**src/design/lstq_pkg.sv**
```systemverilog
`timescale 1ns / 1ps

package lstq_pkg;

  // sizing of the sensor bar
  localparam int NUM_SENSORS     = 15;
  localparam int ADC_BITS        = 12;
  localparam int STOP_COUNT_BITS = 8;
  localparam int IDX_BITS        = 4;
  localparam int CNT_BITS        = $clog2(NUM_SENSORS + 1);

  // sensors 5 and 9 count as neighbors across the center gap
  localparam int GAP_LEFT     = 5;
  localparam int GAP_RIGHT    = 9;
  localparam int EDGE_END_MIN = 4;
  localparam int EDGE_ANY_MIN = 5;

  // item kinds carried on the input tuser bit
  typedef enum logic {
    ACT_LOAD   = 1'b0,
    ACT_SAMPLE = 1'b1
  } action_t;

  // one request as it arrives
  typedef struct packed {
    logic                turning;
    logic                run_enable;
    logic [ADC_BITS-1:0] lower_threshold;
    logic [ADC_BITS-1:0] upper_threshold;
    logic [ADC_BITS-1:0] sample;
    logic [IDX_BITS-1:0] sensor_id;
    action_t             action;
  } item_t;

  // snapshot handed from the front to the back at a frame end
  typedef struct packed {
    logic                   turning;
    logic                   run_enable;
    logic [NUM_SENSORS-1:0] bits;
  } frame_t;

  // one finished frame result
  typedef struct packed {
    logic                       edge_hit;
    logic [STOP_COUNT_BITS-1:0] stop_count;
    logic                       gap_rejected;
    logic [CNT_BITS-1:0]        lit_count;
    logic [CNT_BITS-1:0]        track_count;
    logic [NUM_SENSORS-1:0]     track_mask;
    logic [NUM_SENSORS-1:0]     raw_bits;
  } result_t;

  // bit positions of the result fields on the output tdata
  localparam int OUT_RAW_LSB   = 0;
  localparam int OUT_MASK_LSB  = OUT_RAW_LSB + NUM_SENSORS;
  localparam int OUT_TCNT_LSB  = OUT_MASK_LSB + NUM_SENSORS;
  localparam int OUT_LCNT_LSB  = OUT_TCNT_LSB + CNT_BITS;
  localparam int OUT_GAP_BIT   = OUT_LCNT_LSB + CNT_BITS;
  localparam int OUT_STOP_LSB  = OUT_GAP_BIT + 1;
  localparam int OUT_EDGE_BIT  = OUT_STOP_LSB + STOP_COUNT_BITS;
  localparam int OUT_BITS      = OUT_EDGE_BIT + 1;
  localparam int OUT_DATA_BITS = ((OUT_BITS + 7) / 8) * 8;

  // bit widths of the input tdata
  localparam int IN_BITS      = IDX_BITS + 3 * ADC_BITS + 2;
  localparam int IN_DATA_BITS = ((IN_BITS + 7) / 8) * 8;

endpackage

```
**src/design/lstq_front.sv**
```systemverilog
`timescale 1ns / 1ps

module lstq_front (
  input  logic            clk,
  input  logic            rst,
  input  logic            take,
  input  lstq_pkg::item_t item,
  output logic            push,
  output lstq_pkg::frame_t frame
);
  import lstq_pkg::*;

  logic [ADC_BITS-1:0]    upper_table [NUM_SENSORS];
  logic [ADC_BITS-1:0]    lower_table [NUM_SENSORS];
  logic [NUM_SENSORS-1:0] sensor_bits;
  logic [NUM_SENSORS-1:0] sensor_bits_next;
  logic                   in_range;
  logic                   is_last;
  logic                   set_hit;
  logic                   clr_hit;
  logic [ADC_BITS-1:0]    upper_sel;
  logic [ADC_BITS-1:0]    lower_sel;

  // index check and threshold lookup for the addressed sensor
  assign in_range  = {1'b0, item.sensor_id} < (IDX_BITS + 1)'(NUM_SENSORS);
  assign is_last   = {1'b0, item.sensor_id} == (IDX_BITS + 1)'(NUM_SENSORS - 1);
  assign upper_sel = in_range ? upper_table[item.sensor_id] : '0;
  assign lower_sel = in_range ? lower_table[item.sensor_id] : '0;
  assign set_hit   = item.sample > upper_sel;
  assign clr_hit   = item.sample < lower_sel;

  // hysteresis update, clear wins over set
  always_comb begin
    sensor_bits_next = sensor_bits;
    for (int i = 0; i < NUM_SENSORS; i++) begin
      if (IDX_BITS'(i) == item.sensor_id) begin
        if (set_hit) sensor_bits_next[i] = 1'b1;
        if (clr_hit) sensor_bits_next[i] = 1'b0;
      end
    end
  end

  // threshold tables and on bits
  always_ff @(posedge clk) begin
    if (rst) begin
      sensor_bits <= '0;
      for (int i = 0; i < NUM_SENSORS; i++) begin
        upper_table[i] <= '0;
        lower_table[i] <= '0;
      end
    end else if (take && in_range) begin
      if (item.action == ACT_LOAD) begin
        upper_table[item.sensor_id] <= item.upper_threshold;
        lower_table[item.sensor_id] <= item.lower_threshold;
      end else begin
        sensor_bits <= sensor_bits_next;
      end
    end
  end

  // a sample of the last sensor closes the frame
  assign push             = take && (item.action == ACT_SAMPLE) && is_last;
  assign frame.bits       = sensor_bits_next;
  assign frame.run_enable = item.run_enable;
  assign frame.turning    = item.turning;

endmodule

```
**src/design/lstq_queue.sv**
```systemverilog
`timescale 1ns / 1ps

module lstq_queue (
  input  logic             clk,
  input  logic             rst,
  input  logic             push,
  input  lstq_pkg::frame_t push_data,
  output logic             full,
  input  logic             pop,
  output logic             not_empty,
  output lstq_pkg::frame_t pop_data
);
  import lstq_pkg::*;

  frame_t     slots [2];
  logic       wr_ptr;
  logic       rd_ptr;
  logic [1:0] fill;

  assign full      = fill == 2'd2;
  assign not_empty = fill != 2'd0;
  assign pop_data  = slots[rd_ptr];

  // pointers and fill level
  always_ff @(posedge clk) begin
    if (rst) begin
      wr_ptr <= 1'b0;
      rd_ptr <= 1'b0;
      fill   <= 2'd0;
    end else begin
      if (push) wr_ptr <= ~wr_ptr;
      if (pop)  rd_ptr <= ~rd_ptr;
      if (push && !pop)      fill <= fill + 2'd1;
      else if (pop && !push) fill <= fill - 2'd1;
    end
  end

  // entry storage
  always_ff @(posedge clk) begin
    if (push) slots[wr_ptr] <= push_data;
  end

endmodule

```
**src/design/lstq_back.sv**
```systemverilog
`timescale 1ns / 1ps

module lstq_back (
  input  logic              clk,
  input  logic              rst,
  input  logic              in_valid,
  input  lstq_pkg::frame_t  frame,
  output logic              pop,
  output logic              out_valid,
  input  logic              out_ready,
  output lstq_pkg::result_t result
);
  import lstq_pkg::*;

  logic [NUM_SENSORS-1:0]     accepted_mask;
  logic [NUM_SENSORS-1:0]     mask_next;
  logic [STOP_COUNT_BITS-1:0] stop_run_count;
  logic [STOP_COUNT_BITS-1:0] stop_next;
  logic [CNT_BITS-1:0]        lit;
  logic [CNT_BITS-1:0]        track_cnt;
  logic                       broken;
  logic                       edge_flag;
  logic [NUM_SENSORS-1:0]     m;

  function automatic logic [CNT_BITS-1:0] pop_count(input logic [NUM_SENSORS-1:0] v);
    logic [CNT_BITS-1:0] n;
    n = '0;
    for (int i = 0; i < NUM_SENSORS; i++) n = n + CNT_BITS'(v[i]);
    return n;
  endfunction

  assign m   = frame.bits;
  assign pop = in_valid && (!out_valid || out_ready);

  // a lit sensor with lit sensors below needs its lower neighbor lit,
  // or it is the right side of the center gap with only the left side below
  always_comb begin
    broken = 1'b0;
    for (int i = 1; i < NUM_SENSORS; i++) begin
      if (m[i] && (|(m & ((NUM_SENSORS)'(1) << i) - (NUM_SENSORS)'(1))) && !m[i-1]) begin
        if (!(i == GAP_RIGHT && m[GAP_LEFT] &&
              ((m >> (GAP_LEFT + 1)) & ((NUM_SENSORS)'(1) << (GAP_RIGHT - GAP_LEFT - 1))
               - (NUM_SENSORS)'(1)) == '0))
          broken = 1'b1;
      end
    end
  end

  // frame statistics and stop counter
  always_comb begin
    lit       = pop_count(m);
    mask_next = broken ? accepted_mask : m;
    track_cnt = pop_count(mask_next);
    if (frame.run_enable && !frame.turning && (&mask_next || mask_next == '0)) begin
      stop_next = (&stop_run_count) ? stop_run_count
                                    : stop_run_count + STOP_COUNT_BITS'(1);
    end else begin
      stop_next = '0;
    end
    edge_flag = ((m[0] || m[NUM_SENSORS-1]) && lit >= CNT_BITS'(EDGE_END_MIN)) ||
                lit >= CNT_BITS'(EDGE_ANY_MIN);
  end

  // qualifier state
  always_ff @(posedge clk) begin
    if (rst) begin
      accepted_mask  <= '0;
      stop_run_count <= '0;
    end else if (pop) begin
      accepted_mask  <= mask_next;
      stop_run_count <= stop_next;
    end
  end

  // output register
  always_ff @(posedge clk) begin
    if (rst) begin
      out_valid <= 1'b0;
    end else if (pop) begin
      out_valid <= 1'b1;
    end else if (out_ready) begin
      out_valid <= 1'b0;
    end
  end

  always_ff @(posedge clk) begin
    if (pop) begin
      result.raw_bits     <= m;
      result.track_mask   <= mask_next;
      result.track_count  <= track_cnt;
      result.lit_count    <= lit;
      result.gap_rejected <= broken;
      result.stop_count   <= stop_next;
      result.edge_hit     <= edge_flag;
    end
  end

endmodule

```
**src/design/line_sensor_track_qualifier.sv**
```systemverilog
`timescale 1ns / 1ps

// Line sensor track qualifier.
// Input stream (s_*): one request per cycle while the frame queue is not
// full. tuser selects a threshold load or an ADC sample; tdata carries the
// sensor id, sample and thresholds, plus the run switch and turn flags.
// Requests for indexes past the last sensor are taken and ignored.
// Output stream (m_*): one result per sample of the last sensor, carrying
// the raw on bits, the accepted track mask, both counts, the gap flag, the
// stop counter and the edge flag.
// Throughput: one request per cycle while the queue has room; the hysteresis
// update for the next request uses the front-stage table lookup and compare.
// Path: a frame-end sample is written into the two-entry frame queue when it
// is taken; the back stage then loads the output register from the queue
// head when that register is empty or being read, and raises m_tvalid.
// Stalls: when m_tready is low the result waits in the output register and
// later frames collect in the queue; s_tready drops only when the queue is
// full, so samples keep flowing during short stalls.
// Reset (rst, synchronous): thresholds, on bits, accepted mask and stop
// counter clear to zero, and the queue and output register empty.

module line_sensor_track_qualifier (
  input  logic                              clk,
  input  logic                              rst,
  input  logic                              s_tvalid,
  output logic                              s_tready,
  // sensor_id, sample, upper_threshold, lower_threshold, run_enable, turning
  input  logic [lstq_pkg::IN_DATA_BITS-1:0]  s_tdata,
  // action
  input  logic                              s_tuser,
  output logic                              m_tvalid,
  input  logic                              m_tready,
  // raw_bits, track_mask, track_count, lit_count, gap_rejected, stop_count, edge_hit
  output logic [lstq_pkg::OUT_DATA_BITS-1:0] m_tdata
);
  import lstq_pkg::*;

  item_t   item;
  frame_t  push_frame;
  frame_t  head_frame;
  result_t result;
  logic    take;
  logic    push;
  logic    full;
  logic    not_empty;
  logic    pop;

  // unpack the request
  assign item.action          = action_t'(s_tuser);
  assign item.sensor_id       = s_tdata[IDX_BITS-1:0];
  assign item.sample          = s_tdata[IDX_BITS +: ADC_BITS];
  assign item.upper_threshold = s_tdata[IDX_BITS + ADC_BITS +: ADC_BITS];
  assign item.lower_threshold = s_tdata[IDX_BITS + 2 * ADC_BITS +: ADC_BITS];
  assign item.run_enable      = s_tdata[IDX_BITS + 3 * ADC_BITS];
  assign item.turning         = s_tdata[IDX_BITS + 3 * ADC_BITS + 1];

  assign s_tready = !full;
  assign take     = s_tvalid && s_tready;

  lstq_front u_front (
    .clk   (clk),
    .rst   (rst),
    .take  (take),
    .item  (item),
    .push  (push),
    .frame (push_frame)
  );

  lstq_queue u_queue (
    .clk       (clk),
    .rst       (rst),
    .push      (push),
    .push_data (push_frame),
    .full      (full),
    .pop       (pop),
    .not_empty (not_empty),
    .pop_data  (head_frame)
  );

  lstq_back u_back (
    .clk       (clk),
    .rst       (rst),
    .in_valid  (not_empty),
    .frame     (head_frame),
    .pop       (pop),
    .out_valid (m_tvalid),
    .out_ready (m_tready),
    .result    (result)
  );

  // pack the result
  assign m_tdata = OUT_DATA_BITS'(result);

endmodule

```
**config.mk**
```make
export PLATFORM = sky130hd
export DESIGN_NAME = line_sensor_track_qualifier
export DESIGN_NICKNAME = d
export VERILOG_FILES = /design/src/design/lstq_pkg.sv /design/src/design/lstq_front.sv /design/src/design/lstq_queue.sv /design/src/design/lstq_back.sv /design/src/design/line_sensor_track_qualifier.sv
export SDC_FILE = /design/constraint.sdc
export NUM_CORES = 1
export LEC_CHECK = 0
export BUFFER_PORTS_ARGS = -buffer_cell sky130_fd_sc_hd__buf_2
export CORE_ASPECT_RATIO = 2
export CORE_MARGIN = 2
export CORE_UTILIZATION = 30
export CTS_CLUSTER_SIZE = 12
export DETAILED_ROUTE_END_ITERATION = 6
export GPL_ROUTABILITY_DRIVEN = 0
export SLEW_MARGIN = 20
export SYNTH_ARGS = -nofsm -noshare
export SYNTH_HDL_FRONTEND = slang
export SYNTH_HIERARCHICAL = 1
export SYNTH_SLANG_ARGS = --single-unit
```
**constraint.sdc**
```tcl
create_clock -name clk -period 6.3 [get_ports clk]
set_clock_uncertainty 0.1 [all_clocks]
set_input_delay 0.63 -clock clk [delete_from_list [all_inputs] [get_ports clk]]
set_output_delay 0.63 -clock clk [all_outputs]
set_load 0.1 [all_outputs]
```
**Yosys cells after proc, flatten, opt, wreduce, memory -nomap -nowiden**

Memories as Yosys holds them, arrays and structs flattened. A register that Yosys moved wholly into a read port is not among the register bits.
Index checks and enable logic that the tools add are counted.

- Register bits: 91
- Bits in writable memories: 394
- Bits of input ports: 53
- Logic and storage cells: 242
- Memories kept: 3

- Add/subtract/negate cells: 31
- Order comparisons: 5
- Equality and inequality tests: 16
- Mux-type cells: 85
- Bitwise gates (word level): 2
- Reduce and logical (&&, ||, !) cells: 86

Memory list:

| name | words | width | read ports | clocked after Yosys merged registers in | write ports | RTL line | text |
|---|---|---|---|---|---|---|---|
| u_front.lower_table | 15 | 12 | 1 | 0 | 15 | lstq_front.sv:14 | `logic [ADC_BITS-1:0] lower_table [NUM_SENSORS];` |
| u_front.upper_table | 15 | 12 | 1 | 0 | 15 | lstq_front.sv:13 | `logic [ADC_BITS-1:0] upper_table [NUM_SENSORS];` |
| u_queue.slots | 2 | 17 | 1 | 1 | 1 | lstq_queue.sv:15 | `frame_t slots [2];` |

Operators with widths:

| cell | count |
|---|---|
| $add 4x1->4 | 26 |
| $mux 1 | 74 |
| $mux 12 | 4 |
| $logic_and 1x1->1 | 39 |
| $reduce_or 12->1 | 3 |
| $logic_not 15->1 | 2 |
| $eq 4x4->1 const A | 7 |
| $logic_not 1->1 | 19 |
| $eq 3x4->1 const A | 4 |
| $mux 8 | 2 |
| $mux 15 | 1 |
| $reduce_and 15->1 | 1 |
| $reduce_or 14->1 | 1 |
| $reduce_or 13->1 | 1 |
| $gt 12x12->1 | 1 |
| $lt 12x12->1 | 1 |
| $reduce_or 11->1 | 1 |
| $reduce_or 10->1 | 1 |
| $reduce_or 9->1 | 1 |
| $add 8x1->8 const B | 1 |
| $eq 2x4->1 const A | 2 |
| $ge 4x3->1 const B | 2 |
| $mux 4 | 2 |
| $reduce_and 8->1 | 1 |
| 20 further kinds | 28 |

**Longest topological paths before layout**

Gate-level depths: netlist of the first run.

- Word-level depth: 32
- Gate-level depth with buffers: 21

**By module**

Netlist of the first run, hierarchy kept.

Modules (own cells, without submodules):

| module | times used | cells an instance | area an instance (um2) | seq. area each (um2) |
|---|---|---|---|---|
| lstq_front | 1 | 1248 | 18923.1 | 11801.3 |
| lstq_back | 1 | 325 | 3817.4 | 1921.8 |
| lstq_queue | 1 | 75 | 1435.1 | 1121.1 |
| line_sensor_track_qualifier | 1 | 2 | 10.0 | 0.0 |

**Worst setup path before layout of the first run**

No wires, ideal clock.

- Kind: reg2reg
- From: register (tool-made name)
- To: register u_back/result[31] (netlist name)
- Library setup time: 250 ps
- Arrival time: 5467 ps
- Slack: 483 ps
- Stages on the path, launching flop included: 18
- Period minus slack after synthesis: 5817 ps
- Path through: dfxtp_1 > buf_2 > buf_4 > mux2_2 > nor4_4 > nand3_1 > o41ai_4 > nand3_2 > buf_2 > mux2_1 > fa_1 > inv_1 > fa_1 > fa_1 > fa_1 > fa_1 > fa_1 > inv_1

==> results of run 1 <==
layout by cell type, fill, tap and decap left out, types with 7 or more instances in the layout:
cell and n:
edfxtp_1 465, and2_1 366, mux4_2 115, buf_2 94, inv_1 59, nand2_1 56
nor2_1 54, clkbuf_16 49, buf_4 47, dfxtp_1 44, ha_1 34, a21oi_1 24
conb_1 23, nor3_1 21, o211ai_1 19, mux2_2 19, fa_1 19, nand3_1 17
o21ai_0 17, a22oi_1 17, a221oi_1 16, clkbuf_1 14, nor2_2 13, or2_1 12
a211oi_1 12, mux2i_1 11, and3_1 10, nand4_1 9, nor2b_1 8, nand2b_1 8
xor2_1 8, a211oi_2 8, nor4_1 7
metrics by stage:
step | hold slack, ns | instances
after floorplan | 0.3525 | 1672
after global placement | 0.3618 | 2743
after detailed placement | 0.3675 | 2743
after CTS | 0.1073 | 2813
after global routing | 0.1206 | 2813
final | 0.1522 | 2813
worst max-delay path, cell delays in order, from the launching register on:
cell,delay (ns)
dfxtp_1,0.31
buf_4,0.20
mux2_2,0.42
nor4_1,0.35
nand3_1,0.22
o41ai_4,0.37
nand3_2,0.34
a21oi_1,0.35
inv_1,0.14
fa_1,0.55
inv_1,0.06
fa_1,0.49
fa_1,0.53
fa_1,0.43
fa_1,0.42
fa_1,0.49
inv_1,0.04
sequential cells by signal, summed over array words and instances, names as in the netlist, named ones only:
name,count
u_back/accepted_mask,15
u_queue/slots,34
u_front/lower_table,191
u_front/sensor_bits,15
u_back/stop_run_count,8
u_queue/fill,2
u_back/result,48
u_front/upper_table,192
u_queue/wr_ptr,1
u_back/out_valid,1
u_queue/rd_ptr,1
routing by layer:
layer / global-route usage / routed length [um] / vias up
met5: 0 / 57 / -
met4: 0.09179 / 3982 / 8
met3: 0.02592 / 3695 / 186
met2: 0.2963 / 35560 / 580
met1: 0.1666 / 22720 / 7226
li1: - / - / 6260
power breakdown:
group	switching, mW	leakage [nW]	internal (mW)
registers	0.110	5.07	4.08
logic	2.04	4.20	0.703
clock network	1.25	0.665	1.43
kinds of logic after synthesis:
logic type               count (synthesis)
flip-flops                             509
adder cells (fa/ha/maj)                 53
XOR/XNOR                                13
multiplexers                           148
AO/OA/AOI/OAI                          145
buffers and inverters                  177
AND/OR/NAND/NOR                        604
other                                    1
final timing paths:
kind,slack (ns),depth (start not counted),endpoint,from
hold reg to reg,0.38,2,u_front/sensor_bits[3],u_front/sensor_bits[3]
setup reg to reg,0.24,16,u_back/result[31],flip-flop
setup / recovery,0.24,16,u_back/result[31],flip-flop
hold / removal,0.15,1,u_queue/slots[0][16],s_tdata[41]
layout make-up:
type	instances	area, um^2
clock buffer	64	1292
clock inverter	6	73.82
fill	7781	52720
inverter	60	225.2
multi-input combinational	986	8648
sequential	509	14840
tap	1043	1305
timing repair buffer	145	894.6
==> flow_metrics.py, run 1 <==
metrics = {
    "clock_tree": {
        "htreeDepth": 2,
        "cts-root-buf": "clkbuf_16",
        "clk_pin_slew_ns": 0.06,
        "cts_num_sinks": 509,
        "clock_latency_ns": 0.61,
        "cts_hold_buf": 0,
        "ctsResizeCount": 0,
        "cts_buffers": 49,
        "postCtsSetupBuffers": 0,
        "cts_buffer_depth": 3,
        "cts_tree": "yes",
    },
    "logic_synthesis": {
        "ys.warnings.count": 6,
        "synth_seq_cells": 509,
        "seq_area_frac_synth": 0.6138,
        "synth_most_common_cell": "edfxtp_1",
        "synthTopCellsByArea": "edfxtp_1, mux4_2, and2_1",
        "synthMuxAreaShare": 0.1219,
        "synth_top_cell_by_area": "edfxtp_1",
        "syn_inst": 1650,
        "synth_top_family_by_area": "simple AND/OR/NAND/NOR gates",
        "synth_compound_area_frac": 0.04770,
        "synth_edf_count": 465,
        "synthArstFlopShare": 0,
        "synth_area_per_cell_um2": 14.66,
        "synth_xor_area_frac": 0.004708,
        "synth_ff_type": "edfxtp_1",
        "yosys-top-cells-count": "edfxtp_1, and2_1, mux4_2, clkbuf_1, inv_1",
        "synth_cell_types": 69,
        "netlist.area_leader.share": 0.5773,
        "synth_area_mm2": 0.02419,
        "yosys.area_share.adder": 0.03332,
        "synth_simple_gate_area_frac": 0.1447,
    },
    "worst_setup_path": {
        "critPathRequiredTime_ns": 6.56,
        "crit_path_end_kind": "flip-flop",
        "startpoint_type": "flip-flop",
        "critical_path_class": "reg2reg",
        "cp.arrival_ns": 6.31,
        "cp_max_fo": 13,
    },
    "job": {
        "maxCapViolCount": 0,
    },
    "drt": {
        "route.detailed.drc": 0,
        "initialDrtViolationCount": 1001,
        "via_per_inst": 5.069,
        "route.vias.total": 14260,
        "wl_per_cell_um": 23.47,
        "drt_first_pass_iters": 5,
        "ant_nets": 0,
        "wl_um": 66020,
    },
    "timing": {
        "fin_tns_setup_ns": 0,
        "tightest_slew_ns": 1.095,
        "slew_violations": 0,
        "setup_ws_ns": 0.2440,
        "setup_viol": 0,
        "fin_crit_ns": 6.056,
        "relSlewSlack": 0.2701,
        "finalCritPeriodShare": 0.9613,
        "finalHoldViolations": 0,
        "timing.fmax_mhz": 165.1,
        "rsz0062_at_grt": "no",
    },
    "floorplanning": {
        "fp.dieW_um": 204.8,
        "initial_core_util": 0.3023,
        "dieArea_mm2": 0.08304,
        "die_h_um": 405.5,
        "row_count": 147,
        "ios": 103,
        "core-area_mm2": 0.08001,
    },
    "placed_design": {
        "pre_cts_ws_ns": 0.2716,
        "post_dp_cell_area_mm2": 0.02591,
        "dp_hpwl_um": 42310,
        "port-buffer-count": 96,
    },
    "global_routing": {
        "grtUsageTotal": 0.1592,
        "antenna_found_initial": 8,
        "grt_pass1_vias": 15033,
        "grt_overflow": 0,
        "grt_pass1_wl_um": 96020,
        "grt_max_degree": 85,
    },
    "power": {
        "power_mw": 9.614,
        "power_density_mw_per_mm2": 352.4,
        "irDropWorstVdd_uv": 275.9,
        "leakage_nw": 9.941,
    },
    "cells_and_area": {
        "final_nets": 1857,
        "fin_util": 0.3410,
        "antennaDiodeCount": 0,
        "final_cell_area_mm2": 0.02728,
        "syn2layout_area_growth_pct": 12.81,
        "drive_gt1_frac": 0.2169,
    },
    "outcome": {
        "status": "finished clean",
    },
    "hold_path": {
        "hold_path_class": "in2reg",
    },
}
Power figures use the tool's default switching activity.
==> run 2, diff against run 1 <==
- ABC_AREA: unset -> 1
==> run 2 against run 1 <==
Die area decreased by 5.4%. Global-route usage increased by 0.65 points. Highest routed layer unchanged. Non-clock buffer count increased by 3. Count of clock-buffer cells in the layout decreased by 1.
==> flow_metrics.py, run 2 <==
metrics = {
    "drt": {
        "initialDrtViolationCount": 1113,
        "route.vias.total": 15919,
        "wl_per_cell_um": 20.64,
        "ant_nets": 0,
        "via_per_inst": 5.012,
        "route.detailed.drc": 0,
        "wl_um": 65560,
        "drt_first_pass_iters": 6,
    },
    "power": {
        "leakage_nw": 10.05,
        "power_density_mw_per_mm2": 386.7,
        "p_sw_frac": 0.3687,
        "combPwrFrac": 0.309,
        "cell_internal_pwr_mw": 6.335,
        "power_frac_clock": 0.266,
        "power_switching_mw": 3.700,
        "p_seq_frac": 0.425,
        "irDropWorstVdd_uv": 197.1,
    },
    "timing": {
        "fin_crit_ns": 5.637,
        "finalHoldViolations": 0,
        "fin_tns_setup_ns": 0,
        "timing.fmax_mhz": 177.4,
        "tightest_slew_ns": 1.140,
        "setup_ws_ns": 0.6629,
        "relSlewSlack": 0.2301,
        "setup_viol": 0,
        "finalCritPeriodShare": 0.8948,
        "rsz0062_at_grt": "no",
        "slew_violations": 0,
    },
    "logic_synthesis": {
        "synth_edf_count": 466,
        "ys.warnings.count": 6,
        "yosys-top-cells-count": "edfxtp_1, nor2_1, nand2_1, inv_1, a22oi_1",
        "synthTopCellsByArea": "edfxtp_1, nor2_1, a22oi_1",
        "synth_ff_type": "edfxtp_1",
        "synth_seq_cells": 510,
        "synthArstFlopShare": 0,
        "synth_cell_types": 43,
        "synth_area_per_cell_um2": 11.13,
        "synth_area_mm2": 0.02286,
        "netlist.area_leader.share": 0.6121,
        "syn_inst": 2054,
        "seq_area_frac_synth": 0.6506,
        "synth_most_common_cell": "edfxtp_1",
        "synth_top_cell_by_area": "edfxtp_1",
    },
    "hold_path": {
        "hp-start": "s_tdata[17]",
        "hold_path_class": "in2reg",
        "min_path_cells": 1,
        "min_to": "u_front/upper_table[15][1]",
    },
    "outcome": {
        "status": "finished clean",
    },
    "cells_and_area": {
        "top_regs": "u_front/lower_table: 192 flops, u_front/upper_table: 192 flops, u_back/result: 48 flops",
        "drive_gt1_frac": 0.1263,
        "antennaDiodeCount": 0,
        "final_nets": 2250,
        "syn2layout_area_growth_pct": 13.51,
        "final_cell_mix": "edfxtp_1, nor2_1, nand2_1, inv_1, a22oi_1",
        "seqCellArea_mm2": 0.01487,
        "final_common_cell": "edfxtp_1",
        "multi_input_area_mm2": 0.006853,
        "fillers": 7553,
    },
    "global_routing": {
        "grtUsageTotal": 0.1657,
        "antenna_found_initial": 2,
        "grt_overflow": 0,
        "grt_pass1_wl_um": 96570,
        "grt_max_degree": 65,
        "grt_pass1_vias": 16015,
    },
    "clock_tree": {
        "cts_num_sinks": 510,
        "clk_pin_slew_ns": 0.06,
        "cts_buffers": 49,
        "htreeDepth": 2,
        "postCtsSetupBuffers": 0,
        "clock_latency_ns": 0.60,
        "cts_buffer_depth": 3,
        "cts_tree": "yes",
        "ctsResizeCount": 0,
        "cts-root-buf": "clkbuf_16",
        "cts_hold_buf": 0,
    },
    "worst_setup_path": {
        "rr_worst_depth": 19,
        "cp.arrival_ns": 5.87,
        "r2r-end": "u_back/result[32]",
        "critical_path_class": "reg2reg",
        "reg2reg_setup_slack_ns": 0.66,
        "cp_max_fo": 26,
        "crit_path_end_kind": "flip-flop",
        "startpoint_type": "flip-flop",
        "critPathRequiredTime_ns": 6.54,
    },
    "placed_design": {
        "port-buffer-count": 96,
        "pre_cts_ws_ns": 0.6645,
        "dp_hpwl_um": 43280,
    },
    "floorplanning": {
        "row_count": 143,
        "ios": 103,
        "dieArea_mm2": 0.07857,
        "initial_core_util": 0.3021,
        "die_h_um": 394.4,
        "core-area_mm2": 0.07568,
        "fp.dieW_um": 199.2,
    },
    "job": {
        "maxCapViolCount": 0,
    },
}
[run 2: cell count changes after synthesis, sizes merged, moves of 93 or more]
cell	delta
a22oi	+139
a21oi	+93
inv	+123
nand2	+200
nor2	+356
and2	-366
mux4	-115
[run 2: logic make-up after synthesis]
logic type | after synthesis | share of synthesized area
compound gates | 401 | 0.1131
xor+xnor | 8 | 0.003065
fa+ha+maj | 53 | 0.03524
buf+inv | 315 | 0.05522
flops | 510 | 0.6506
mux | 17 | 0.01001
other cells | 1 | 0.0001640
simple gates | 749 | 0.1327
[run 2: per-stage QoR]
stage                     power [mW]  std cells  hold slack (ns)  utilization  area [um^2]
after floorplan                6.772       2077           0.3678            -        22950
after global placement         7.343       3108           0.3891       0.3248        24580
after detailed placement       7.460       3108           0.3896       0.3248        24580
after CTS                      10.15       3176          0.08472       0.3429        25950
after global routing           10.52       3176          0.09633       0.3429        25950
final                          10.04       3176           0.1277       0.3429        25950
[run 2: critical path, cell delays in order (launching register included)]
cell	delay, ns
dfxtp_1	0.31
buf_4	0.27
mux2_4	0.38
nor2_1	0.15
nand2_1	0.13
nor2_2	0.16
nand2_1	0.06
nand2_1	0.12
nand4_4	0.19
buf_4	0.28
nand2_2	0.09
nand2_2	0.09
fa_1	0.54
inv_1	0.07
fa_1	0.49
fa_1	0.54
fa_1	0.43
fa_1	0.43
fa_1	0.41
xnor2_1	0.14
[run 2: area by class of cell]
class                      instances  area share
sequential                       510      0.5731
tap                             1015     0.04893
inverter                         183     0.02647
clock inverter                     5    0.003230
timing repair buffer             148     0.03452
clock buffer                      63     0.04966
multi-input combinational       1252      0.2641
[run 2: worst max-delay path by stage]
stage | start | end | slack, ns | cells past startpoint
after CTS | flip-flop | u_back/result[32] | 0.65 | 17
after global placement | flip-flop | u_back/result[31] | 0.79 | 19
after global routing | flip-flop | u_back/result[32] | 0.28 | 17
final | flip-flop | u_back/result[32] | 0.66 | 19
after floorplan | flip-flop | u_back/result[31] | 1.01 | 21
after detailed placement | flip-flop | u_back/result[32] | 0.66 | 17
[run 2: metal layers]
layer  global-route usage  wire length [um]  share of wire  vias to the layer above
li1                     -                 -              -                     7291
met2               0.3026             34770           0.53                      664
met5                    0                13        0.00020                        -
met3              0.02453              4080          0.062                      187
met4               0.1058              4337          0.066                        2
met1               0.1747             22350           0.34                     7775
[run 2: power groups by stage]
stage	sequential (mW)	clock, mW	combinational (mW)
CTS	4.26	2.76	3.13
detailed placement	4.33	0	3.13
global placement	4.32	0	3.02
global route	4.29	2.87	3.36
finish	4.26	2.67	3.10
floorplan	5.46	0	1.31
